**config.mk**
```make
export PLATFORM = sky130hd
export DESIGN_NAME = css_mul
export DESIGN_NICKNAME = d
export VERILOG_FILES = /design/src/design/css_pkg.sv /design/src/design/css_mul.sv
export SDC_FILE = /design/constraint.sdc
export NUM_CORES = 2
export LEC_CHECK = 0
export CAP_MARGIN = 20
export CORE_MARGIN = 3
export CORE_UTILIZATION = 45
export CTS_CLUSTER_SIZE = 28
export DETAILED_ROUTE_END_ITERATION = 7
export DONT_BUFFER_PORTS = 1
export PLACE_DENSITY = 0.65
export REMOVE_ABC_BUFFERS = 1
export SLEW_MARGIN = 5
export SYNTH_ARGS = -nofsm -noshare
export SYNTH_HDL_FRONTEND = slang
export SYNTH_SLANG_ARGS = --single-unit
```
**constraint.sdc**
```tcl
create_clock -name clk_i -period 10.7 [get_ports clk_i]
set_input_delay 1.07 -clock clk_i [delete_from_list [all_inputs] [get_ports clk_i]]
set_output_delay 1.07 -clock clk_i [all_outputs]
set_load 0.05 [all_outputs]
```
**src/design/css_pkg.sv**
```systemverilog
// Shared types, constants and helpers for the closest segment search unit.
`timescale 1ns / 1ps
package css_pkg;

  localparam int MAX_SEGMENTS = 1024;
  localparam int ADDR_W = (MAX_SEGMENTS > 1) ? $clog2(MAX_SEGMENTS) : 1;
  localparam int CNT_W  = $clog2(MAX_SEGMENTS + 1);
  localparam int DIV_STEPS = 32;

  localparam logic [62:0] DIST_MAX = {63{1'b1}};

  localparam logic OP_LOAD  = 1'b0;
  localparam logic OP_QUERY = 1'b1;

  // register index as decoded from the word address
  localparam logic REG_EDGE_COUNT = 1'b0;

  typedef struct packed {
    logic signed [31:0] start_u;
    logic signed [31:0] start_v;
    logic signed [32:0] dir_u;
    logic signed [32:0] dir_v;
    logic [63:0]        length_sq;
    logic [19:0]        triangle;
  } seg_t;

  localparam int SEG_W = $bits(seg_t);

  typedef enum logic [3:0] {
    ST_IDLE,
    ST_LEN_U,
    ST_LEN_V,
    ST_LEN_WR,
    ST_RD,
    ST_W,
    ST_DOT_U,
    ST_DOT_V,
    ST_LERP,
    ST_DIV,
    ST_PU,
    ST_PV,
    ST_CU,
    ST_CV,
    ST_CMP,
    ST_OUT
  } st_e;

  function automatic logic [33:0] mag35(input logic signed [34:0] x);
    logic signed [34:0] n;
    n = -x;
    return x[34] ? n[33:0] : x[33:0];
  endfunction

endpackage

```
**src/design/css_mul.sv**
```systemverilog
// 34x34 unsigned multiplier, summing two 34x17 partial products in turn, low half first.
`timescale 1ns / 1ps
module css_mul (
  input  logic        clk_i,
  input  logic        rst_ni,
  input  logic        start_i,
  input  logic [33:0] a_i,
  input  logic [33:0] b_i,
  output logic        done_o,
  output logic [67:0] prod_o
);
  import css_pkg::*;

  logic [33:0] a_q, b_q;
  logic [67:0] acc_q;
  logic [1:0]  ph_q;
  logic        done_q;
  logic [50:0] part;

  assign part = a_q * (ph_q[0] ? b_q[16:0] : b_q[33:17]);

  always_ff @(posedge clk_i or negedge rst_ni) begin
    if (!rst_ni) begin
      ph_q   <= 2'd0;
      done_q <= 1'b0;
    end else begin
      done_q <= (ph_q == 2'd2);
      if (start_i) begin
        ph_q <= 2'd1;
      end else if (ph_q == 2'd1) begin
        ph_q <= 2'd2;
      end else begin
        ph_q <= 2'd0;
      end
    end
  end

  always_ff @(posedge clk_i) begin
    if (start_i) begin
      a_q <= a_i;
      b_q <= b_i;
    end
    if (ph_q == 2'd1) begin
      acc_q <= {17'd0, part};
    end else if (ph_q == 2'd2) begin
      acc_q <= acc_q + {part, 17'd0};
    end
  end

  assign done_o = done_q;
  assign prod_o = acc_q;

endmodule

```
**Word level (Yosys, flattened, before mapping)**

Cells that the tools add are included.

- Bits in registers: 139
- Input bits: 71
- Output and inout bits: 69
- Logic and storage cells: 16

- Add/sub/neg operators: 1
- Multipliers: 1
- Equal/unequal tests: 2
- Multiplexer cells: 5
- Reduce and logical (&&, ||, !) cells: 1

Operators by type and width:

| cell | count |
|---|---|
| $mux W51 | 2 |
| $add A68 B68 Y68 | 1 |
| $mul A34 B17 Y51 | 1 |
| $mux W17 | 1 |
| $mux W2 | 2 |
| $eq A2 B1 Y1 const B | 1 |
| $eq A2 B2 Y1 const B | 1 |
| $reduce_bool A2 Y1 | 1 |

**Longest topological paths before layout**

- Word-level depth: 5
- Gate-level depth with buffers: 38
- Mapped depth without buffers: 36

**Worst setup path after synthesis**

OpenSTA, ideal clock, no wires.

- Path type: register to register
- Start: register ph_q[0]
- End: register acc_q[67], in the netlist prod_o[67]
- Setup time: 0.123 ns
- Arrival time: 9.010 ns
- Setup slack: 1.567 ns
- Cell stages (with the launch flop): 39
- Buffers on the path: 4
- Period minus slack after synthesis: 9.133 ns
- Cell sequence: dfrtp_1 clkbuf_1 buf_1 mux2_2 clkbuf_1 nand2_1 fa_1 inv_1 fa_1 inv_1 fa_1 inv_1 fa_1 fa_1 inv_1 fa_1 inv_1 ha_1 [3 not listed] o21ai_0 a41oi_1 o31a_1 o22ai_1 a21oi_1 o31ai_1 xor2_1 ha_1 a21o_1 a21oi_1 nor2b_1 o41ai_1 o2111ai_1 o2111ai_1 a21oi_1 a211oi_2 mux2i_1 mux2_1

- Word-level cells in the longest chain between the ends: 3
- Elaborated cells between the ends (all ways): 5
- Classes of those cells: add/sub (1); mul (1); eq/ne (2); mux (1)

RTL lines:

| item | line | source |
|---|---|---|
| from (decl) | css_mul.sv:16 | `logic [1:0] ph_q;` |
| from (signal assigned) | css_mul.sv:24 | `ph_q <= 2'd0;` |
| from (signal assigned) | css_mul.sv:29 | `ph_q <= 2'd1;` |
| from (signal assigned) | css_mul.sv:31 | `ph_q <= 2'd2;` |
| $mux W17 | css_mul.sv:20 | `assign part = a_q * (ph_q[0] ? b_q[16:0] : b_q[33:17]);` |
| $mul A34 B17 Y51 | css_mul.sv:20 |  |
| $add A68 B68 Y68 | css_mul.sv:46 | `acc_q <= acc_q + {part, 17'd0};` |
| to (signal assigned) | css_mul.sv:44 | `acc_q <= {17'd0, part};` |
| to (signal assigned) | css_mul.sv:46 |  |
| to (decl) | css_mul.sv:15 | `logic [67:0] acc_q;` |

Parallel ways exist; a longest one is shown, timed or not.
A chain may end at the register's enable or synchronous reset.

**Worst setup path in the final report**

Same ends and word-level chain as after synthesis.

==> results_dict.tcl <==
set metrics [dict create \
    run_status "completed" \
    highest_net_fanout_along_the_worst_path 29 \
    wire_length_of_the_first_global_routing_pass_um 115000 \
    setup_viol_count_final 0 \
    drive_gt1_share_pct 3.38 \
    register_area_um2 3990 \
    slew_headroom_pct 38.1 \
    avgRoutedWirePerCell_um 20.2 \
    max_slew.worst_pin.slew_ps 928 \
    postCtsSetupBuffers 0 \
    htree_levels 4 \
    rr_worst_depth 34 \
    die-height_um 247 \
    start_util_pct 45.9 \
    crit_path_start_kind "flip-flop" \
    unrepaired_setup_endpoints_after_global_routing "no" \
    vias_in_the_first_global_route 20908 \
    post_synth_instance_area_um2 26200 \
    fin_crit_ps 10060 \
    core_area_um2 57000 \
    synth_seq_area_share_pct 15.2 \
    fin_tns_setup_ps 0 \
    netlist_instances 2900 \
    worstSetupEndpoint "prod_o[67]" \
    finalWirelength_um 72100 \
    grt-ovfl-total 0 \
    post_route_drc 0 \
    cp_slowest_stage_delay_ps 620 \
    crit_type "flip-flop to flip-flop" \
    cts_num_sinks 139 \
    worst_setup_hold_path_clk_slew_ps 80 \
    global_placer_s_final_weighted_congestion 0.930 \
    io_pins 140 \
    crit_path_start "ph_q[0]" \
    synth_cell_types 67 \
    die_w_um 247 \
    worst_path_most_repeated_cell "fa_1" \
    drtIter0Drc 1164 \
    std_cell_rows 87 \
    insertion_delay_ps 510 \
    cp.arrival_ps 10440 \
    grt_antenna_before_repair 0 \
    syn2layout_area_growth_pct 4.70 \
    clockRootBuffer "clkbuf_16" \
    reg2reg_to "prod_o[67]" \
    vias 19517 \
    dieArea_um2 61200 \
    n_antenna_cell 0 \
    timing.reg2reg.setup_slack_ps 640 \
    track_usage_pct 24.5 \
    detailedRoute.firstPassIterationCount 6 \
    grt_start_max_net_pins 71 \
    finalMaxSlewViolations 0 \
    maxClockFrequency_mhz 99.4 \
    vias_per_cell 5.47 \
    tritoncts "built" \
    ys_seq_elements 139 \
    synthesis.yosys.warnings 0 \
    drt.antenna.violating_nets 0 \
    hold_fails_final_rpt 0 \
    cap_violations 0 \
    place.port_buffers 0 \
    combined_area_of_the_multi_input_logic_cells_um2 19400 \
    min-delay-path-class "primary input to async pin" \
    number_of_enable_flip_flop_cells_after_synthesis 119 \
    crit_required_ps 11080 \
    number_of_fill_cells 5460 \
    fin_skew_ps 28.0 \
    synthArstFlopShare_pct 2.16 \
    clock_path_buffers 2 \
    most_common_cell_after_layout_fill_and_taps_aside "inv_1" \
    most_frequent_cells_in_the_layout "613 x inv_1, 480 x fa_1, 476 x nand2_1, 217 x and2_1, 180 x ha_1" \
    tritoncts.num_buffers 17 \
    fin_nets 3530 \
    fin_crit_sh_pct 94.0 \
    syn_avg_cell_area_um2 9.04 \
    worst_path_max_delay_cell "mux2_2" \
    post-dp-hpwl_um 57100 \
    end_kind "flip-flop" \
    regToRegStartpoint "ph_q[0]" \
    ys_dominant_reg_cell "edfxtp_1" \
]
## area by class of cell
cell class,count,share of cell area [%]
Tap cell,756,3.45
Clock buffer,18,1.56
Sequential cell,139,14.5
Timing Repair Buffer,23,0.721
Inverter,613,8.39
Multi-Input combinational cell,2004,70.7
Clock inverter,14,0.666
## layer usage
metal  wire (um)  share of wire [%]  track usage [%]
met1       28200                 39             29.8
met2       37400                 52             43.8
met3        4020                5.6             3.82
met4        2510                3.5             9.58
met5           0                  0                0
## metrics by stage
stage,instance area (um2),utilization (%),cells,setup slack (ps),hold WS (ps)
after global routing,27400,48.1,3567,8.09,235
after detailed placement,26800,47.0,3535,459,763
final,27400,48.1,3567,640,248
after floorplan,25700,-,2756,1860,705
after global placement,26800,47.0,3535,839,754
after CTS,27400,48.1,3567,406,209
## synthesized netlist by cell type (all sizes together) (9+ instances only)
cell | instances | share of area [%]
buf | 17 | 0.27
and2 | 217 | 5.2
nand4 | 21 | 0.50
nor2 | 65 | 0.93
a21o | 55 | 1.6
fa | 480 | 37
o31ai | 11 | 0.32
o21ai | 64 | 1.2
or3 | 10 | 0.24
and3 | 12 | 0.29
dfxtp | 17 | 1.3
clkbuf | 127 | 1.8
o21a | 10 | 0.29
nand2 | 476 | 6.8
nor2b | 9 | 0.21
a21oi | 110 | 2.1
a31oi | 18 | 0.43
xnor2 | 49 | 1.6
nor3 | 10 | 0.19
o211ai | 9 | 0.26
edfxtp | 119 | 14
xor2 | 32 | 1.1
mux2 | 30 | 1.3
o21bai | 16 | 0.46
a211oi | 9 | 0.30
inv | 613 | 8.8
nand3 | 22 | 0.42
ha | 181 | 8.6
## logic make-up (layout without fill, tap and decap cells)
family / count (synthesis) / in the layout / share of synthesized area [%]
adders and majority gates: 661 / 661 / 45.3
and+or+nand+nor: 871 / 871 / 15.6
buffers and inverters: 757 / 668 / 10.9
DFF: 139 / 139 / 15.2
AOI/OAI and AO/OA: 355 / 355 / 8.78
xor gates and xnor gates: 81 / 81 / 2.71
muxes: 36 / 36 / 1.52
## sequential cells by signal, summed over array words and instances, names as in the netlist
name / count
prod_o: 68
b_q: 34
done_o: 1
a_q: 34
ph_q: 2
## critical path: cells and delay by family, from the launching register on
| kind | cells | cell delay, ps |
|---|---|---|
| fa+ha+maj | 8 | 3650 |
| simple gates | 3 | 580 |
| buf+inv | 5 | 450 |
| xor+xnor | 1 | 350 |
| mux | 3 | 1200 |
| compound gates | 14 | 3180 |
| flops | 1 | 510 |
## worst min-delay path by stage
stage | to | start
2_1_floorplan | prod_o[59] | prod_o[59]
3_3_place_gp | prod_o[53] | prod_o[53]
3_5_place_dp | prod_o[59] | prod_o[59]
4_1_cts | ph_q[0] | rst_ni
5_1_grt | ph_q[0] | rst_ni
6_report | ph_q[0] | rst_ni
## timing repair
action / 4_1_cts / 5_1_grt
hold buffers: 0 / 0
gates resized for setup: 0 / 4
endpoints found under the setup margin: 0 / 1
Power is not shown: default switching activity piles up to over one toggle a cycle in this logic, so the estimate is an artifact.
