### src/design/css_ram.sv
// Generic single-write, single-read RAM with registered read data.
`timescale 1ns / 1ps
module css_ram #(
  parameter int WIDTH = 8,
  parameter int DEPTH = 16,
  localparam int AW = (DEPTH > 1) ? $clog2(DEPTH) : 1
) (
  input  logic             clk_i,
  input  logic             we_i,
  input  logic [AW-1:0]    waddr_i,
  input  logic [WIDTH-1:0] wdata_i,
  input  logic [AW-1:0]    raddr_i,
  output logic [WIDTH-1:0] rdata_o
);

  logic [WIDTH-1:0] mem [DEPTH];

  always_ff @(posedge clk_i) begin
    if (we_i) begin
      mem[waddr_i] <= wdata_i;
    end
    rdata_o <= mem[raddr_i];
  end

endmodule

### config.mk
export PLATFORM = sky130hd
export DESIGN_NAME = css_ram
export DESIGN_NICKNAME = d
export VERILOG_FILES = /design/src/design/css_ram.sv
export SDC_FILE = /design/constraint.sdc
export NUM_CORES = 1
export LEC_CHECK = 0
export BUFFER_PORTS_ARGS = -buffer_cell sky130_fd_sc_hd__buf_2
export CORE_MARGIN = 2
export CORE_UTILIZATION = 25
export CTS_BUF_LIST = sky130_fd_sc_hd__clkbuf_8
export CTS_CLUSTER_SIZE = 24
export DETAILED_ROUTE_END_ITERATION = 8
export MAX_ROUTING_LAYER = met4
export SLEW_MARGIN = 20
export SYNTH_ARGS = -nofsm -noshare
export SYNTH_HDL_FRONTEND = slang
export SYNTH_SLANG_ARGS = --single-unit
### constraint.sdc
create_clock -name clk_i -period 2.26 [get_ports clk_i]
set_input_delay 0.226 -clock clk_i [delete_from_list [all_inputs] [get_ports clk_i]]
set_output_delay 0.226 -clock clk_i [all_outputs]
set_load 0.01 [all_outputs]
After elaboration in Yosys (flattened, before gate mapping)

Memory sizes are Yosys's and may differ from the RTL's. A register that Yosys moved wholly into a read port is not among the register bits.
Index checks and enable logic that the tools add are counted.

Multiplexer cells: 2

Operator list:

| operator         | number |
|---|---|
| 2-to-1 mux 1 bit | 2 |

Register bits after elaboration: 0
RAM bits: 128
Bits of input ports: 18
Output and inout bits: 8
Word-level logic and storage cells: 3
Memories kept: 1

Memory list:

| name | depth | width | read ports | clocked after Yosys merged registers in | write ports | line | text |
|---|---|---|---|---|---|---|---|
| mem  | 16    | 8     | 1          | 1                                       | 1           | 16   | `logic [WIDTH-1:0] mem [DEPTH];` |

Depth between registers and ports, before layout

Gate-level depths: netlist (run 1).

Depth in word-level cells: 2
Depth in mapped cells: 5
Gate-level depth less buffers: 3

Worst setup path after synthesis (run 1)

No wires, ideal clock.

Kind: input to register
Start: in waddr_i[2]
End: mem mem[0][0], enable pin
Library setup time: 0.383 ns
Arrival: 1.336 ns
Required time: 1.877 ns
Slack: 0.541 ns
Cell stages on the path: 2
Path buffers: 0
Cells stage by stage: or3b_2 -> nor3_1

RTL lines:

| what               | line | text |
|---|---|---|
| start: declaration | 10   | `input logic [AW-1:0] waddr_i,` |
| end: declaration   | 16   |  |

No word-level cell before the write port.

==> results.cfg, run 1 <==
[pwr]
finalPower_mw = 5.28
p_leak_nw = 2.03
p_clk_share_pct = 41.2
ir_drop_mv = 0.457
p_int_mw = 4.19
switching_share_pct = 20.6
powerDensity_nw_per_um2 = 861
p_comb_share_pct = 5.1
power.switching_mw = 1.09
pwr-share-seq_pct = 53.8

[timing]
whs_ns = 0.183
min_period_ns = 1.45
setup_tns_ns = 0
fmax_ghz = 0.690
slew_headroom_pct = 46.9
slew_viol_final = 0
fin_skew_ns = 0.0156
tightest_slew_ns = 0.795
rsz0062_at_grt = no
hold_viol = 0
setup_viol = 0
period_share_pct = 64.1

[floorplan]
rows = 52
io_pins = 26
core-area_um2 = 20200
die_x_um = 147
start_util_pct = 25.4
die-area_um2 = 21800
die_h_um = 147

[worst_setup_path]
startpoint_type = flop
r2r-start = mem[11][0]$_DFFE_PP_
crit_chain = mux4_2 -> a22oi_1 -> nand2_1
crit_arrival_ns = 1.73
end_kind = flop
r2r-end = rdata_o[0]$_DFF_P_
max_stage_delay_ns = 0.49
worstRegToRegCells = 3
rrSetupSlack_ns = 0.81
worstPathMaxFanout = 1
cp_slowest_cell = mux4_2
worstSetupPathType = flop to flop
critPathRequiredTime_ns = 2.54

[synthesis]
synthesis.instances = 229
yosysWarnings = 0
ys_top_cells_by_area = edfxtp_1 (75%), mux4_2 (7.9%), mux4_1 (7.1%)
synth.avg_cell_area_um2 = 22.5
synth_seq_cells = 136
synth_nets = 247
yosysUniqueCellTypes = 19
synth_area_leader_cell = edfxtp_1
netlist_area_um2 = 5150
netlist.area_leader.share_pct = 74.7
seq_area_frac_synth_pct = 77.8

[routing]
wl_met1_um = 4970
vias = 2432
highest_layer = met4
wirelength_um = 10300
ant_nets = 0
drtIter0Drc = 180
wl_met2_um = 4740
drc = 0
drt_first_pass_iters = 4
wl_met3_um = 583
avgRoutedWirePerCell_um = 18.3
viasPerCell = 4.30

[job]
cap_viol_max_count = 0

[hold_path]
hold_path.class = input port to flop
min_to = mem[2][6]$_DFFE_PP_
min_from = wdata_i[6]
hold_depth = 1

[layout]
final_cell_mix = edfxtp_1 (128), buf_2 (25), clkbuf_8 (19)
nNetsFinal = 300
final_util_pct = 30.3
n_antenna_cell = 0
final_cell_area_um2 = 6130
final_common_cell = edfxtp_1
area_delta_synth_final_pct = 19.1
layout-drive-gt1-share_pct = 31.5
fillers = 1936

[placed_design]
place_area_um2 = 5690
port_buffers = 25
dp_hpwl_um = 6520
place_congestion = 0.736

[grt]
antenna_found_initial = 0
overflow = 0
grt_pass1_vias = 2506
grt_max_degree = 33
grt_pass1_wl_um = 15500
grt_usage_pct = 10.2

[cts]
post-cts-setup-buffers = 0
clock_sinks = 136
ctsLongestPathBuffers = 2
clkTransAtPathRegs_ns = 0.09
htreeDepth = 4
clkLatencyLatePin_ns = 0.42
clock-root-buffer = clkbuf_8
cts_buffers = 17
cts_tree = built
ctsHoldBuffers = 0
cts_resized = 0

[run_status]
outcome = complete, no violations
[synth_stat cells]
cell             number
edfxtp_1            128
mux4_2               18
a22oi_1              16
mux4_1               14
nor2_1               13
nand2_1               9
dfxtp_1               8
nor3_1                4
buf_2                 3
buf_6                 3
clkdlybuf4s25_2       3
nand2b_1              2
nand3b_1              2
and2_1                1
and2b_1               1
buf_4                 1
nand3_1               1
nor2b_1               1
or3b_2                1
[metrics by stage]
step / setup WS, ns / cells
2_1_floorplan: 0.541 / 229
6_report: 0.811 / 565
4_1_cts: 0.784 / 565
3_3_place_gp: 0.394 / 533
5_1_grt: 0.761 / 565
3_5_place_dp: 0.373 / 533
[logic make-up after synthesis]
group	after synthesis	share of synthesized area, %
flip-flops	136	77.8
AND/OR/NAND/NOR	35	3.18
multiplexers	32	15.0
AO/OA/AOI/OAI	16	2.33
buffers and inverters	10	1.68
[critical path: cells and delay by family, from the launching register on]
kind | cells | cell delay [ns]
and+or+nand+nor | 1 | 0.14
muxes | 1 | 0.49
AOI/OAI and AO/OA | 1 | 0.31
DFF | 1 | 0.37
[power by group through the flow]
stage	sequential (mW)	combinational, mW	clock (mW)
after floorplan	2.89	0.143	0
after global placement	2.89	0.264	0
after detailed placement	2.90	0.272	0
after CTS	2.84	0.273	2.21
after global routing	2.84	0.289	2.32
final	2.84	0.268	2.17
[metal layers]
| metal | up-vias | track usage (%) |
|---|---|---|
| li1 | 1076 | - |
| met1 | 1267 | 14.4 |
| met2 | 84 | 14.6 |
| met3 | 5 | 2.69 |
| met4 | 0 | 2.45 |
| met5 | - | - |
[registers in the layout, indices dropped and copies added (netlist names)]
name     flops
mem        128
rdata_o      8
[worst max path at each step]
stage                         startpoint                   to  slack [ns]
global route        mem[11][0]$_DFFE_PP_   rdata_o[0]$_DFF_P_        0.76
global placement              raddr_i[0]   rdata_o[7]$_DFF_P_        0.39
detailed placement            raddr_i[0]   rdata_o[7]$_DFF_P_        0.37
finish              mem[11][0]$_DFFE_PP_   rdata_o[0]$_DFF_P_        0.81
CTS                 mem[11][0]$_DFFE_PP_   rdata_o[0]$_DFF_P_        0.78
floorplan                     waddr_i[2]  mem[0][0]$_DFFE_PP_        0.54
[cell type report]
class	count	area [um2]	share of cell area, %
Multi-Input combinational cell	83	1060	17.2
Timing Repair Buffer	44	293	4.77
Tap cell	270	338	5.51
Clock inverter	13	179	2.92
Clock buffer	19	262	4.26
Sequential cell	136	4000	65.3
No activity file was read; power rests on OpenSTA's default activity.
==> inputs of run 2 (changes only) <==
- clock period: 2.26 -> 1.5 ns (I/O delays scaled with it)
==> run 2 against run 1 <==
  * Sequential cell count did not move
  * Clock power is 31% higher
  * Utilization grew 0.099 points
  * First-iteration DRC count grew 34%
  * Largest cell class unchanged
==> results.cfg, run 2 (synthesis results as in run 1) <==
[timing]
setup_viol = 0
slew_headroom_pct = 63.5
rsz0062_at_grt = no
fmax_ghz = 0.699
worst_slack_ns = 0.0694
hold_viol = 0
tightest_slew_ns = 0.546
fin_skew_ns = 0.00960
slew_viol_final = 0
period_share_pct = 95.4
min_period_ns = 1.43

[layout]
final_cell_area_um2 = 6150
seq_area_um2 = 4000
final_common_cell = edfxtp_1
fillers = 1945
top_regs = mem x128, rdata_o x8
n_antenna_cell = 0
nNetsFinal = 307
final_util_pct = 30.4
layout-drive-gt1-share_pct = 33.8
multi_input_area_um2 = 1060
final_cell_mix = edfxtp_1 (128), buf_2 (25), buf_4 (22)
largest_reg_flops = 128
largest_register = mem
area_delta_synth_final_pct = 19.5

[hold_path]
min_to = mem[14][2]$_DFFE_PP_
hold_depth = 1
min_from = wdata_i[2]
hold_path.class = input port to flop

[grt]
grt_max_degree = 22
antenna_found_initial = 0
grt_usage_pct = 10.4
overflow = 0
grt_pass1_vias = 2531
grt_pass1_wl_um = 15800

[worst_setup_path]
startpoint_type = flop
r2r-end = rdata_o[3]$_DFF_P_
end_kind = flop
cp_slowest_cell = mux4_1
r2r-start = mem[5][3]$_DFFE_PP_
worstSetupPathType = flop to flop
worstPathMaxFanout = 1
worstRegToRegCells = 3
rrSetupSlack_ns = 0.07
crit_chain = mux4_1 -> a22oi_1 -> nand2_1
crit_arrival_ns = 1.75
max_stage_delay_ns = 0.55
cp-startpoint = mem[5][3]$_DFFE_PP_
critPathRequiredTime_ns = 1.82

[cts]
ctsLongestPathBuffers = 2
clkLatencyLatePin_ns = 0.44
cts_tree = built
htreeDepth = 4
cts_resized = 0
clock_sinks = 136
ctsHoldBuffers = 0
post-cts-setup-buffers = 0
clkTransAtPathRegs_ns = 0.09
clock-root-buffer = clkbuf_8
cts_buffers = 17

[floorplan]
die_x_um = 147
io_pins = 26
die_h_um = 147
core-area_um2 = 20200
start_util_pct = 25.4
rows = 52
die-area_um2 = 21800

[routing]
vias = 2433
wirelength_um = 10300
drc = 0
avgRoutedWirePerCell_um = 18.0
viasPerCell = 4.25
drt_first_pass_iters = 4
drtIter0Drc = 242
ant_nets = 0

[pwr]
powerDensity_nw_per_um2 = 1230
p_leak_nw = 2.03
ir_drop_mv = 0.725

[placed_design]
place_congestion = 0.707
preCtsSetupSlack_ns = -0.0982
dp_hpwl_um = 6940
port_buffers = 25
place_area_um2 = 5770

[job]
cap_viol_max_count = 0

[run_status]
outcome = complete, no violations
## run 2: cell count changes in the layout (fill, tap and decap cells not counted), sizes merged
cell and delta:
inv +2, buf +7, clkbuf -2, clkinvlp +3, bufinv -3
## run 2: worst max-delay path, delay by kind of cell, from the launching register on
family / cells / cell delay [ns]
muxes: 1 / 0.55
AOI/OAI and AO/OA: 1 / 0.30
and+or+nand+nor: 1 / 0.09
DFF: 1 / 0.36
## run 2: per-layer routing
layer	up-vias	global-route usage [%]	share of wire, %
li1	1094	-	-
met1	1256	14.4	47
met2	71	14.5	45
met3	12	3.36	6.1
met4	0	3.75	1.3
met5	-	-	0
## run 2: cell type report
cell class / count / area share (%)
clock buffers: 17 / 3.80
clock inverters: 15 / 2.34
multi-input cells: 83 / 17.3
flip-flops and latches: 136 / 65.1
well taps: 270 / 5.49
repair buffers: 51 / 6.02
## run 2: worst max path at each step
stage                     cells after the start                   to  slack (ns)
final                                         3   rdata_o[3]$_DFF_P_        0.07
after global routing                          3   rdata_o[3]$_DFF_P_        0.01
after floorplan                               2  mem[3][0]$_DFFE_PP_        0.08
after CTS                                     3   rdata_o[0]$_DFF_P_        0.09
after global placement                        5   rdata_o[4]$_DFF_P_       -0.12
after detailed placement                      5   rdata_o[3]$_DFF_P_        -0.1
## run 2: stage by stage
stage | power, mW | hold slack (ns) | TNS [ns] | instances
6_report | 7.55 | 0.0834 | 0 | 572
5_1_grt | 7.82 | 0.0691 | 0 | 572
4_1_cts | 7.63 | 0.0581 | 0 | 572
3_5_place_dp | 4.79 | 0.545 | -0.508 | 540
3_3_place_gp | 4.78 | 0.530 | -0.458 | 540
2_1_floorplan | 4.57 | 0.249 | 0 | 229
## run 2: power by group
| group | leakage (nW) | switching, mW | internal [mW] | total (mW) |
|---|---|---|---|---|
| clock | 0.175 | 1.52 | 1.34 | 2.85 |
| combinational | 0.626 | 0.241 | 0.186 | 0.427 |
| sequential | 1.22 | 0.0274 | 4.24 | 4.27 |
| total | 2.03 | 1.79 | 5.76 | 7.55 |
==> inputs of run 3 (changes only) <==
- CTS_BUF_LIST: sky130_fd_sc_hd__clkbuf_8 -> unset
==> run 3 against run 2 <==
  * Combinational power barely moved
  * Via count up 0.62%
  * Utilization is 0.97 points higher
  * Largest power group unchanged
  * Clock power up 38%
  * Total power increased by 14%
  * Cell count stayed put
  * Sequential cell count unchanged
  * First-iteration DRC count is 18% lower
  * Largest cell class unchanged
  * Sequential share of layout area decreased by 2.0 points
  * Final area rose by 3.2%
==> results.cfg, run 3 (synthesis results as in run 1) <==
[floorplan]
start_util_pct = 25.4
core-area_um2 = 20200
die-area_um2 = 21800
die_h_um = 147
die_x_um = 147
io_pins = 26
rows = 52

[layout]
largest_register = mem
largest_reg_flops = 128
multi_input_area_um2 = 1070
fin_cells = 572
top_regs = mem x128, rdata_o x8
seq_area_um2 = 4000
final_cell_mix = edfxtp_1 (128), buf_2 (25), buf_4 (22)
final_common_cell = edfxtp_1
layout-drive-gt1-share_pct = 34.1
area_delta_synth_final_pct = 23.3
n_antenna_cell = 0
fillers = 1926
nNetsFinal = 307

[cts]
clock_sinks = 136
cts_resized = 0
clock-root-buffer = clkbuf_16
clkTransAtPathRegs_ns = 0.06
htreeDepth = 4
clkLatencyLatePin_ns = 0.41
ctsHoldBuffers = 0
cts_buffers = 17
cts_tree = built
ctsLongestPathBuffers = 2
post-cts-setup-buffers = 0

[hold_path]
hold_depth = 1
min_from = wdata_i[1]
min_to = mem[7][1]$_DFFE_PP_
hold_path.class = input port to flop

[pwr]
powerDensity_nw_per_um2 = 1360
p_leak_nw = 2.11
ir_drop_mv = 0.794
finalPower_mw = 8.64

[worst_setup_path]
crit_arrival_ns = 1.73
startpoint_type = flop
worstPathMaxFanout = 1
rrSetupSlack_ns = 0.06
r2r-end = rdata_o[0]$_DFF_P_
r2r-start = mem[6][0]$_DFFE_PP_
end_kind = flop
critPathRequiredTime_ns = 1.79
worstSetupPathType = flop to flop
worstRegToRegCells = 3

[timing]
hold_viol = 0
slew_headroom_pct = 60.5
tightest_slew_ns = 0.590
min_period_ns = 1.44
fin_skew_ns = 0.00709
whs_ns = 0.117
fmax_ghz = 0.696
period_share_pct = 95.8
setup_viol = 0
slew_viol_final = 0
rsz0062_at_grt = no

[job]
cap_viol_max_count = 0

[grt]
grt_max_degree = 22
overflow = 0
grt_usage_pct = 10.4
grt_pass1_vias = 2569
antenna_found_initial = 0
grt_pass1_wl_um = 15800

[run_status]
outcome = complete, no violations

[placed_design]
port_buffers = 25
dp_hpwl_um = 6940
place_congestion = 0.707
place_inst = 540

[routing]
drc = 0
ant_nets = 0
viasPerCell = 4.28
drtIter0Drc = 199
vias = 2448
drt_first_pass_iters = 5
wirelength_um = 10300
avgRoutedWirePerCell_um = 18.0
run 3: cell type report:
type	instances	share of cell area, %
timing repair buffer	51	5.83
tap	270	5.32
sequential	136	63.1
clock buffer	17	6.70
multi-input combinational	83	16.8
clock inverter	15	2.27
run 3: per-layer routing:
metal  vias up  wire, um  GRT usage (%)
li1       1093         -              -
met1      1285      4860           14.2
met2        63      4760           14.6
met3         7       605           3.80
met4         0        63           2.74
met5         -         0              -
run 3: where the power goes:
part	leakage (nW)	switching (mW)	internal, mW	total (mW)
Sequential	1.22	0.0278	4.25	4.28
Combinational	0.627	0.240	0.187	0.427
Clock	0.262	1.63	2.31	3.94
run 3: through the flow:
step / instance area [um2] / setup TNS, ns / util, % / worst slack, ns
2_1_floorplan: 5150 / 0 / - / 0.0839
3_3_place_gp: 5770 / -0.458 / 28.5 / -0.118
3_5_place_dp: 5770 / -0.508 / 28.5 / -0.0982
4_1_cts: 6340 / 0 / 31.4 / 0.0975
5_1_grt: 6350 / 0 / 31.4 / 0.0271
6_report: 6350 / 0 / 31.4 / 0.0637
run 3: worst max-delay path by stage:
| stage | from | slack [ns] | cells past startpoint | end |
|---|---|---|---|---|
| 4_1_cts | mem[5][0]$_DFFE_PP_ | 0.1 | 3 | rdata_o[0]$_DFF_P_ |
| 3_5_place_dp | raddr_i[0] | -0.1 | 5 | rdata_o[3]$_DFF_P_ |
| 2_1_floorplan | waddr_i[2] | 0.08 | 2 | mem[3][0]$_DFFE_PP_ |
| 6_report | mem[6][0]$_DFFE_PP_ | 0.06 | 3 | rdata_o[0]$_DFF_P_ |
| 3_3_place_gp | raddr_i[0] | -0.12 | 5 | rdata_o[4]$_DFF_P_ |
| 5_1_grt | mem[1][5]$_DFFE_PP_ | 0.03 | 3 | rdata_o[5]$_DFF_P_ |
run 3: critical path, cell delays in order, from the launching register on:
cell and delay, ns:
edfxtp_1 0.37, mux4_1 0.55, a22oi_1 0.31, nand2_1 0.09
