**config.mk**
```make
export PLATFORM = sky130hd
export DESIGN_NAME = css_div
export DESIGN_NICKNAME = d
export VERILOG_FILES = /design/src/design/css_pkg.sv /design/src/design/css_div.sv
export SDC_FILE = /design/constraint.sdc
export NUM_CORES = 1
export LEC_CHECK = 0
export ABC_AREA = 1
export BUFFER_PORTS_ARGS = -buffer_cell sky130_fd_sc_hd__buf_4
export CAP_MARGIN = 20
export CORE_MARGIN = 3
export CORE_UTILIZATION = 54
export CTS_CLUSTER_DIAMETER = 150
export DETAILED_ROUTE_END_ITERATION = 16
export HOLD_SLACK_MARGIN = 0.05
export PLACE_DENSITY_LB_ADDON = 0.3
export SYNTH_ARGS = -nofsm -noshare
export SYNTH_HDL_FRONTEND = slang
export SYNTH_SLANG_ARGS = --single-unit
export TNS_END_PERCENT = 30
```
**constraint.sdc**
```tcl
create_clock -name clk_i -period 3.46 [get_ports clk_i]
set_input_delay 0.173 -clock clk_i [delete_from_list [all_inputs] [get_ports clk_i]]
set_output_delay 0.173 -clock clk_i [all_outputs]
set_load 0.02 [all_outputs]
```
**src/design/css_pkg.sv**
```systemverilog
// Shared types, constants and helpers for the closest segment search unit.
`timescale 1ns / 1ps
package css_pkg;

  localparam int MAX_SEGMENTS = 1024;
  localparam int ADDR_W = (MAX_SEGMENTS > 1) ? $clog2(MAX_SEGMENTS) : 1;
  localparam int CNT_W  = $clog2(MAX_SEGMENTS + 1);
  localparam int DIV_STEPS = 32;

  localparam logic [62:0] DIST_MAX = {63{1'b1}};

  localparam logic OP_LOAD  = 1'b0;
  localparam logic OP_QUERY = 1'b1;

  // register index as decoded from the word address
  localparam logic REG_EDGE_COUNT = 1'b0;

  typedef struct packed {
    logic signed [31:0] start_u;
    logic signed [31:0] start_v;
    logic signed [32:0] dir_u;
    logic signed [32:0] dir_v;
    logic [63:0]        length_sq;
    logic [19:0]        triangle;
  } seg_t;

  localparam int SEG_W = $bits(seg_t);

  typedef enum logic [3:0] {
    ST_IDLE,
    ST_LEN_U,
    ST_LEN_V,
    ST_LEN_WR,
    ST_RD,
    ST_W,
    ST_DOT_U,
    ST_DOT_V,
    ST_LERP,
    ST_DIV,
    ST_PU,
    ST_PV,
    ST_CU,
    ST_CV,
    ST_CMP,
    ST_OUT
  } st_e;

  function automatic logic [33:0] mag35(input logic signed [34:0] x);
    logic signed [34:0] n;
    n = -x;
    return x[34] ? n[33:0] : x[33:0];
  endfunction

endpackage

```
**src/design/css_div.sv**
```systemverilog
// Restoring divider: floor(num * 2^32 / den) for num < den, one bit a cycle.
`timescale 1ns / 1ps
module css_div (
  input  logic        clk_i,
  input  logic        rst_ni,
  input  logic        start_i,
  input  logic [63:0] num_i,
  input  logic [63:0] den_i,
  output logic        done_o,
  output logic [31:0] quo_o
);
  import css_pkg::*;

  localparam int CW = $clog2(DIV_STEPS + 1);

  logic [63:0] rem_q, den_q;
  logic [31:0] quo_q;
  logic [CW-1:0] cnt_q;
  logic        done_q;
  logic [64:0] shl;
  logic [64:0] dif;
  logic        ge;

  assign shl = {rem_q, 1'b0};
  assign dif = shl - {1'b0, den_q};
  assign ge  = (shl >= {1'b0, den_q});

  always_ff @(posedge clk_i or negedge rst_ni) begin
    if (!rst_ni) begin
      cnt_q  <= '0;
      done_q <= 1'b0;
    end else begin
      done_q <= (cnt_q == CW'(1));
      if (start_i) begin
        cnt_q <= CW'(DIV_STEPS);
      end else if (cnt_q != '0) begin
        cnt_q <= cnt_q - CW'(1);
      end
    end
  end

  always_ff @(posedge clk_i) begin
    if (start_i) begin
      rem_q <= num_i;
      den_q <= den_i;
      quo_q <= '0;
    end else if (cnt_q != '0) begin
      // remainder stays below den, so the low 64 bits hold it
      rem_q <= ge ? dif[63:0] : shl[63:0];
      quo_q <= {quo_q[30:0], ge};
    end
  end

  assign done_o = done_q;
  assign quo_o  = quo_q;

endmodule

```
# Word level (Yosys, flattened, before mapping)
# Index checks and enable logic that the tools add are counted.
[word_totals] ff_bits=167 inputBits=131 output_inout_bits=33 word_cells=16
[op_classes] addsub=2 n_lt_le_gt_ge=1 eq_ne=1 mux=5 reduce_logical=2
[op_table] cell="$mux W64" count=3
[op_table] cell="$ge A65 B64 Y1" count=1
[op_table] cell="$sub A64 B64 Y64" count=1
[op_table] cell="$mux W6" count=2
[op_table] cell="$eq A6 B1 Y1 const B" count=1
[op_table] cell="$reduce_bool A6 Y1" count=1
[op_table] cell="$sub A6 B1 Y6 const B" count=1
[op_table] cell="$reduce_bool A2 Y1" count=1

# Longest topological paths before layout
# Gate-level depths: netlist (run 1).
[logic_depth] depth_word=4 ltp_mapped=19 ltp_nobuf=18

# Worst setup path after synthesis (run 1)
# OpenSTA, ideal clock, no wires.
[synth_timing] path_kind="reg-to-reg" start="reg cnt_q[0]" end="reg rem_q[0], enable pin" setup_time_ps=453 arrival_time_ps=2998 t_required_ps=3007 path_slack_ps=9 stages_incl_launch_ff=9 path_buffers=1 synth_period_minus_slack_ps=3451 cell_sequence="dfrtp_1 > inv_1 > ha_1 > nand2_1 > nor2_1 > inv_1 > nor2_1 > inv_1 > buf_1"
[synth_via] elab_chain_cells=2
[synth_lines] element="start: declaration" line_no="css_div.sv:18" text="logic [CW-1:0] cnt_q;"
[synth_lines] element="start signal: assignment" line_no="css_div.sv:35" text="cnt_q <= CW'(DIV_STEPS);"
[synth_lines] element="start signal: assignment" line_no="css_div.sv:37" text="cnt_q <= cnt_q - CW'(1);"
[synth_lines] element="$reduce_bool A6 Y1" line_no="css_div.sv:47" text="end else if (cnt_q != '0) begin"
[synth_lines] element="$reduce_bool A2 Y1 (no line)"
[synth_lines] element="end signal: assignment" line_no="css_div.sv:44" text="rem_q <= num_i;"
[synth_lines] element="end signal: assignment" line_no="css_div.sv:49" text="rem_q <= ge ? dif[63:0] : shl[63:0];"
[synth_lines] element="end: declaration" line_no="css_div.sv:16" text="logic [63:0] rem_q, den_q;"
# No other way between the ends.
# A chain may end at the register's enable or synchronous reset.

# Worst setup path in the final report (run 1)
[layout_timing] start="reg rem_q[5]" end="reg rem_q[32] (data pin)"
[layout_via] elab_chain_cells=4 word_cells_on_any_way=5 classes_between="add/sub: 1; order compare: 1; mux: 3"
[layout_lines] element="$sub A64 B64 Y64 or $ge A65 B64 Y1 (tied branches)" line_no="css_div.sv:25, css_div.sv:26"
[layout_lines] element="$mux W64 (*)" line_no="css_div.sv:49"
[layout_lines] element="$mux W64 (*)" line_no="css_div.sv:47"
[layout_lines] element="$mux W64 (*)" line_no="css_div.sv:43" text="if (start_i) begin"
# Mark *: on every way between the ends. The rest lies on a longest branch, timed or not. The select of a mux whose other input is x is not followed.

==> results of run 1 <==
==> what timing repair did <==
item                                   CTS  global route
endpoints found under the hold margin  135             0
setup endpoints to repair                0             0
hold buffers                           129             0
==> per-layer routing <==
layer  routed length [microns]  share of wire  vias to the layer above  global-route usage
li1                          -              -                     6703                   -
met1                     19300           0.42                     6278               0.461
met2                     21200           0.46                      695               0.583
met3                      4190          0.091                       98              0.0604
met4                      1310          0.028                        0               0.104
met5                         0              0                        -                   0
==> synth_stat cells (all sizes together) <==
cell type  count  area share
nand2        789        0.23
inv          436        0.12
edfxtp       128        0.29
nand3        124       0.048
nor2         124       0.039
ha            66       0.063
nand3b        63       0.036
a21oi         50       0.020
dfxtp         32       0.049
o22ai         31       0.015
xnor2         29       0.019
clkbuf        20      0.0057
buf           19       0.012
o21ai         17      0.0065
nand4         15      0.0071
nor3          13      0.0053
o21bai         9      0.0051
dfrtp          7       0.013
xor2           5      0.0033
clkinv         4      0.0011
and2           3      0.0014
o21a           2      0.0011
or2            2     0.00095
a21o           1     0.00057
fa             1      0.0015
nor4           1     0.00048
o311ai         1     0.00067
o31ai          1     0.00057
==> logic make-up after synthesis <==
kind of cell	Yosys count	synth area share
fa+ha+maj	67	0.0644
buf+inv	479	0.144
xor+xnor	34	0.0227
compound gates	112	0.0490
flops	167	0.355
simple gates	1134	0.365
==> power by group <==
part           switching (mW)  internal [mW]
Sequential              0.282           2.81
Clock                    1.04          0.995
Combinational            5.47           2.86
Total                    6.79           6.66
==> flip-flops by register name (all words and copies together), names as in the netlist <==
signal and cells:
cnt_q 6, rem_q 64, den_q 64, quo_o 32, done_o 1
==> placed cells by master (no fill, tap or decap), types with 3 or more instances in the layout <==
master,n
clkinv_1,3
inv_2,19
o22ai_1,31
xor2_1,5
clkinv_8,6
a21oi_1,48
nand2_1,781
buf_4,173
nor2_1,115
nor2_4,4
dfrtp_1,7
dfxtp_1,32
clkbuf_16,17
nand3_1,123
inv_8,3
o21ai_0,16
nor2_2,5
xnor2_1,29
nand2_2,6
ha_1,66
dlygate4sd3_1,129
nand4_1,15
edfxtp_1,128
nor3_1,12
nand3b_1,63
buf_12,3
inv_1,417
o21bai_1,9
==> layout make-up <==
type | instances | area, sq um | share of cell area
clock buffer | 17 | 425 | 0.0257
clock inverter | 15 | 196 | 0.0118
inverter | 440 | 1650 | 0.0997
multi-input combinational | 1347 | 6590 | 0.397
sequential | 167 | 4660 | 0.281
tap | 319 | 399 | 0.0241
timing repair buffer | 306 | 2670 | 0.161
==> per-stage QoR <==
stage	hold WS [ns]	total power, mW
3_5_place_dp	-0.00883	11.0
6_report	0.0600	13.5
5_1_grt	0.0801	14.4
4_1_cts	0.0592	13.1
2_1_floorplan	-0.123	8.79
3_3_place_gp	-0.0116	10.8
==> path summary, 6_finish.rpt <==
| path | start | to | cells past startpoint |
|---|---|---|---|
| max | rem_q[5] | rem_q[32] | 16 |
| min | rst_ni | cnt_q[3] | 2 |
| max reg2reg | rem_q[5] | rem_q[32] | 16 |
| min reg2reg | quo_o[0] | quo_o[0] | 2 |
| max in group asynchronous | rst_ni | cnt_q[5] | 2 |
| min in group clk_i | start_i | cnt_q[0] | 4 |
==> metrics, run 1 <==
outcome=complete, no violations; Via density=5.28; # rows=56; WP buf/inv=2; CP max FO=30; vias post-DR=13800; routed len/inst=17.6 microns; Boundary Pins=164; Max clock buf depth=2; Die Span X=162 microns; Antenna Diode Count=0; Post-CTS Resized=0; Setup-failing EPs final=0; Worst setup SP type=register; cell area after placement=0.0147 sq mm; final slew viol count=0; initial DRC count=1403; initial antenna violation count=0; # port buffers=163; YS warnings=0; WP data required=3.66 ns; reg2reg setup slack=0.33 ns; Worst EP arrival=3.33 ns; final hold vios=0; PnR worst setup slack=0.332 ns; Final Skew=0.0245 ns; CP delay by family, top=simple AND/OR/NAND/NOR gates; Period minus WS final=3.13 ns; GRT Residual Overflow=0; setup repair bufs after CTS=0; Final Cycle Share=0.904; H-tree Lvls=4; first-pass GRT wire length=71.0 mm; Least-Margin Pin Slew=0.862 ns; Max Freq=0.320 GHz; core region area=0.0237 sq mm; final core occ=0.700; unrepaired setup endpoints after global routing=false; vias in the first global route=13400; Netlist cell types=42; critical path type=register to register; pwr dens=811 mW/mm^2; layout filler cell count=1896; Worst-Skew Late Latency=0.46 ns; dpl ws=0.541 ns; clock sink count=167; Setup TNS=0 ns; Post-DRT Antenna Nets=0; max_cap viols=0; Overall Global Routing Usage=0.347; total CTS buffers=17; # DRC=0; Die ar.=0.0262 sq mm; share of cells above drive strength 1=0.110; crit end category=register; clock-pin slew on the worst setup and hold paths=0.09 ns; Gate Count Post-Synth=1993; Max stage delay cell, worst path=edfxtp_1; CTS tree=done; final instance count without filler cells=2611; CP most frequent cell=nand2_1; DR pass1 iterations=7; leakage power=8.88 nW; Yosys reg bits=167; DRT Wirelength=46.0 mm; CTS Root Cell=clkbuf_16; min-delay worst type=input pin to async pin; Mapped Avg Cell Area=6.59 sq um; Area growth syn-to-layout=26.3%; nets=2477; relative slew slack=0.425; Die Ht=162 microns; pin count of the biggest net entering global routing=72; Synth Cell Area=0.0131 sq mm; Worst path max stage delay=0.43 ns; post-synthesis sequential area ratio=0.355; RePlAce Congestion=1.01; final instance area=0.0166 sq mm; CP cell instances=ha_1 -> nand2_1 -> nand2_1 -> nand2_1 -> nand2_1 -> inv_2 -> nand3_2 -> nand2_1 -> nand2_2 -> nand2_1 -> nand2_2 -> nand2_4 -> buf_4 -> nand3b_1 -> nand3_1 -> nand2_1; peak supply drop=0.391 mV; DPL Wire Length=33.3 mm; Syn Nets=2191; DP Cell Count=2449; starting density of the core=0.555
No activity file was read; power rests on OpenSTA's default activity.
==> run 2: changes to the inputs <==
--- a/config.mk
+++ b/config.mk
@@ -9,10 +9,9 @@
 export BUFFER_PORTS_ARGS = -buffer_cell sky130_fd_sc_hd__buf_4
 export CAP_MARGIN = 20
 export CORE_MARGIN = 3
-export CORE_UTILIZATION = 54
+export CORE_UTILIZATION = 50
 export CTS_CLUSTER_DIAMETER = 150
 export DETAILED_ROUTE_END_ITERATION = 16
-export HOLD_SLACK_MARGIN = 0.05
 export PLACE_DENSITY_LB_ADDON = 0.3
 export SYNTH_ARGS = -nofsm -noshare
 export SYNTH_HDL_FRONTEND = slang
==> run 2 against run 1 <==
Net effect:
- total power is 1.1% lower
- clock power is essentially flat
- die area up 7.7%
==> metrics, run 2 (synthesis gave the netlist of run 1 again) <==
outcome=complete, no violations; leakage power=8.77 nW; Least-Margin Pin Slew=0.977 ns; # port buffers=163; layout filler cell count=2237; nets=2454; DRT Wirelength=46.0 mm; starting density of the core=0.516; share of cells above drive strength 1=0.110; WP data required=3.68 ns; max_cap viols=0; relative slew slack=0.349; # rows=58; Setup-failing EPs final=0; clock power share=0.152; Die ar.=0.0282 sq mm; RePlAce Congestion=1.02; Die Span X=168 microns; Antenna Diode Count=0; final slew viol count=0; cts hold-fix bufs=108; pin count of the biggest net entering global routing=79; Net Sw Power=6.71 mW; initial DRC count=1293; DPL Wire Length=35.1 mm; CP delay by family, top=simple AND/OR/NAND/NOR gates; crit end category=register; Setup TNS=0 ns; Worst setup SP type=register; Period minus WS final=3.09 ns; unrepaired setup endpoints after global routing=false; Post-DRT Antenna Nets=0; Post-CTS Resized=0; Final Skew=0.0233 ns; Worst path max stage delay=0.42 ns; H-tree Lvls=4; clock sink count=167; clock-pin slew on the worst setup and hold paths=0.09 ns; Max clock buf depth=2; Via density=5.14; pwr dens=814 mW/mm^2; Area growth syn-to-layout=24.5%; Max stage delay cell, worst path=buf_4; CP cell instances=ha_1 -> nand2_1 -> inv_1 -> nand2_1 -> nand2_1 -> inv_2 -> nand3_2 -> nand2_1 -> nand2_2 -> nand2_1 -> nand2_2 -> nand2_4 -> buf_4 -> nand3_1 -> nand2_1 -> inv_1 -> nand2_1 -> nand2_1; setup repair bufs after CTS=0; Gate power share=0.616; DR pass1 iterations=5; CP most frequent cell=nand2_1; final instance area=0.0163 sq mm; CTS Root Cell=clkbuf_16; CP max FO=30; vias post-DR=13400; peak supply drop=0.394 mV; Worst-Skew Late Latency=0.46 ns; most common cell after layout, fill and taps aside=nand2_1; sequential share of power=0.232; WP buf/inv=4; Final Cycle Share=0.893; vias in the first global route=13200; worst hold slack=0.00904 ns; total CTS buffers=17; Max Freq=0.324 GHz; commonest non-fill, non-tap cells in the layout=nand2_1 (781), inv_1 (417), buf_4 (172); first-pass GRT wire length=71.6 mm; CTS tree=done; final hold vios=0; # DRC=0; switching share of power=0.505; initial antenna violation count=0; core region area=0.0255 sq mm; Internal Power=6.59 mW; Overall Global Routing Usage=0.325; routed len/inst=17.7 microns; final core occ=0.642; GRT Residual Overflow=0; Worst EP arrival=3.30 ns; critical path type=register to register; min-delay worst type=input pin to register; Boundary Pins=164; Die Ht=168 microns; cell area after placement=0.0146 sq mm
## run 2: cell types whose count changed in the layout (fill, tap and decap cells not counted), sizes merged
cell | before | now
clkinv | 12 | 13
inv | 443 | 442
dlygate4sd3 | 129 | 108
buf | 177 | 175
## run 2: power by group through the flow
| stage | sequential [mW] | combinational (mW) | clock (mW) |
|---|---|---|---|
| 5_1_grt | 3.14 | 9.13 | 2.11 |
| 2_1_floorplan | 3.04 | 5.75 | 0 |
| 6_report | 3.09 | 8.19 | 2.03 |
| 3_3_place_gp | 3.09 | 7.76 | 0 |
| 4_1_cts | 3.08 | 8.01 | 2.04 |
| 3_5_place_dp | 3.11 | 7.86 | 0 |
## run 2: routing by layer
layer | share of wire | vias to the layer above | GRT usage
met4 | 0.034 | 0 | 0.116
met3 | 0.092 | 85 | 0.0763
met5 | 0 | - | 0
met2 | 0.44 | 533 | 0.514
met1 | 0.44 | 6087 | 0.439
li1 | - | 6647 | -
## run 2: final cells by class
cell class,instances,area (sq um),area share
inverter,440,1650,0.101
tap,330,413,0.0253
clock buffer,17,425,0.0260
clock inverter,15,180,0.0110
timing repair buffer,283,2430,0.149
multi-input combinational,1347,6590,0.403
sequential,167,4660,0.285
## run 2: worst register-to-register path, stage by stage, from the launching register on
cell and delay [ns]:
edfxtp_1 0.41, ha_1 0.38, nand2_1 0.15, inv_1 0.05, nand2_1 0.06, nand2_1 0.10
inv_2 0.07, nand3_2 0.15, nand2_1 0.11, nand2_2 0.10, nand2_1 0.11, nand2_2 0.08
nand2_4 0.27, buf_4 0.42, nand3_1 0.15, nand2_1 0.08, inv_1 0.05, nand2_1 0.05
nand2_1 0.06
## run 2: path summary, 6_finish.rpt
kind | startpoint | to | slack (ns) | cells past startpoint
worst max register to register | rem_q[7] | rem_q[50] | 0.37 | 18
max in group asynchronous | rst_ni | cnt_q[4] | 3.23 | 2
worst min-delay path | num_i[22] | rem_q[22] | 0.009 | 3
min in group asynchronous | rst_ni | cnt_q[0] | 0.10 | 2
worst min register to register | quo_o[7] | quo_o[8] | 0.49 | 2
worst max-delay path | rem_q[7] | rem_q[50] | 0.37 | 18
## run 2: through the flow
stage	power [mW]	instances	setup WS (ns)
floorplan	8.79	1993	0.00884
global placement	10.8	2458	0.415
CTS	13.1	2598	0.433
detailed placement	11.0	2458	0.440
global route	14.4	2599	0.144
finish	13.3	2599	0.372
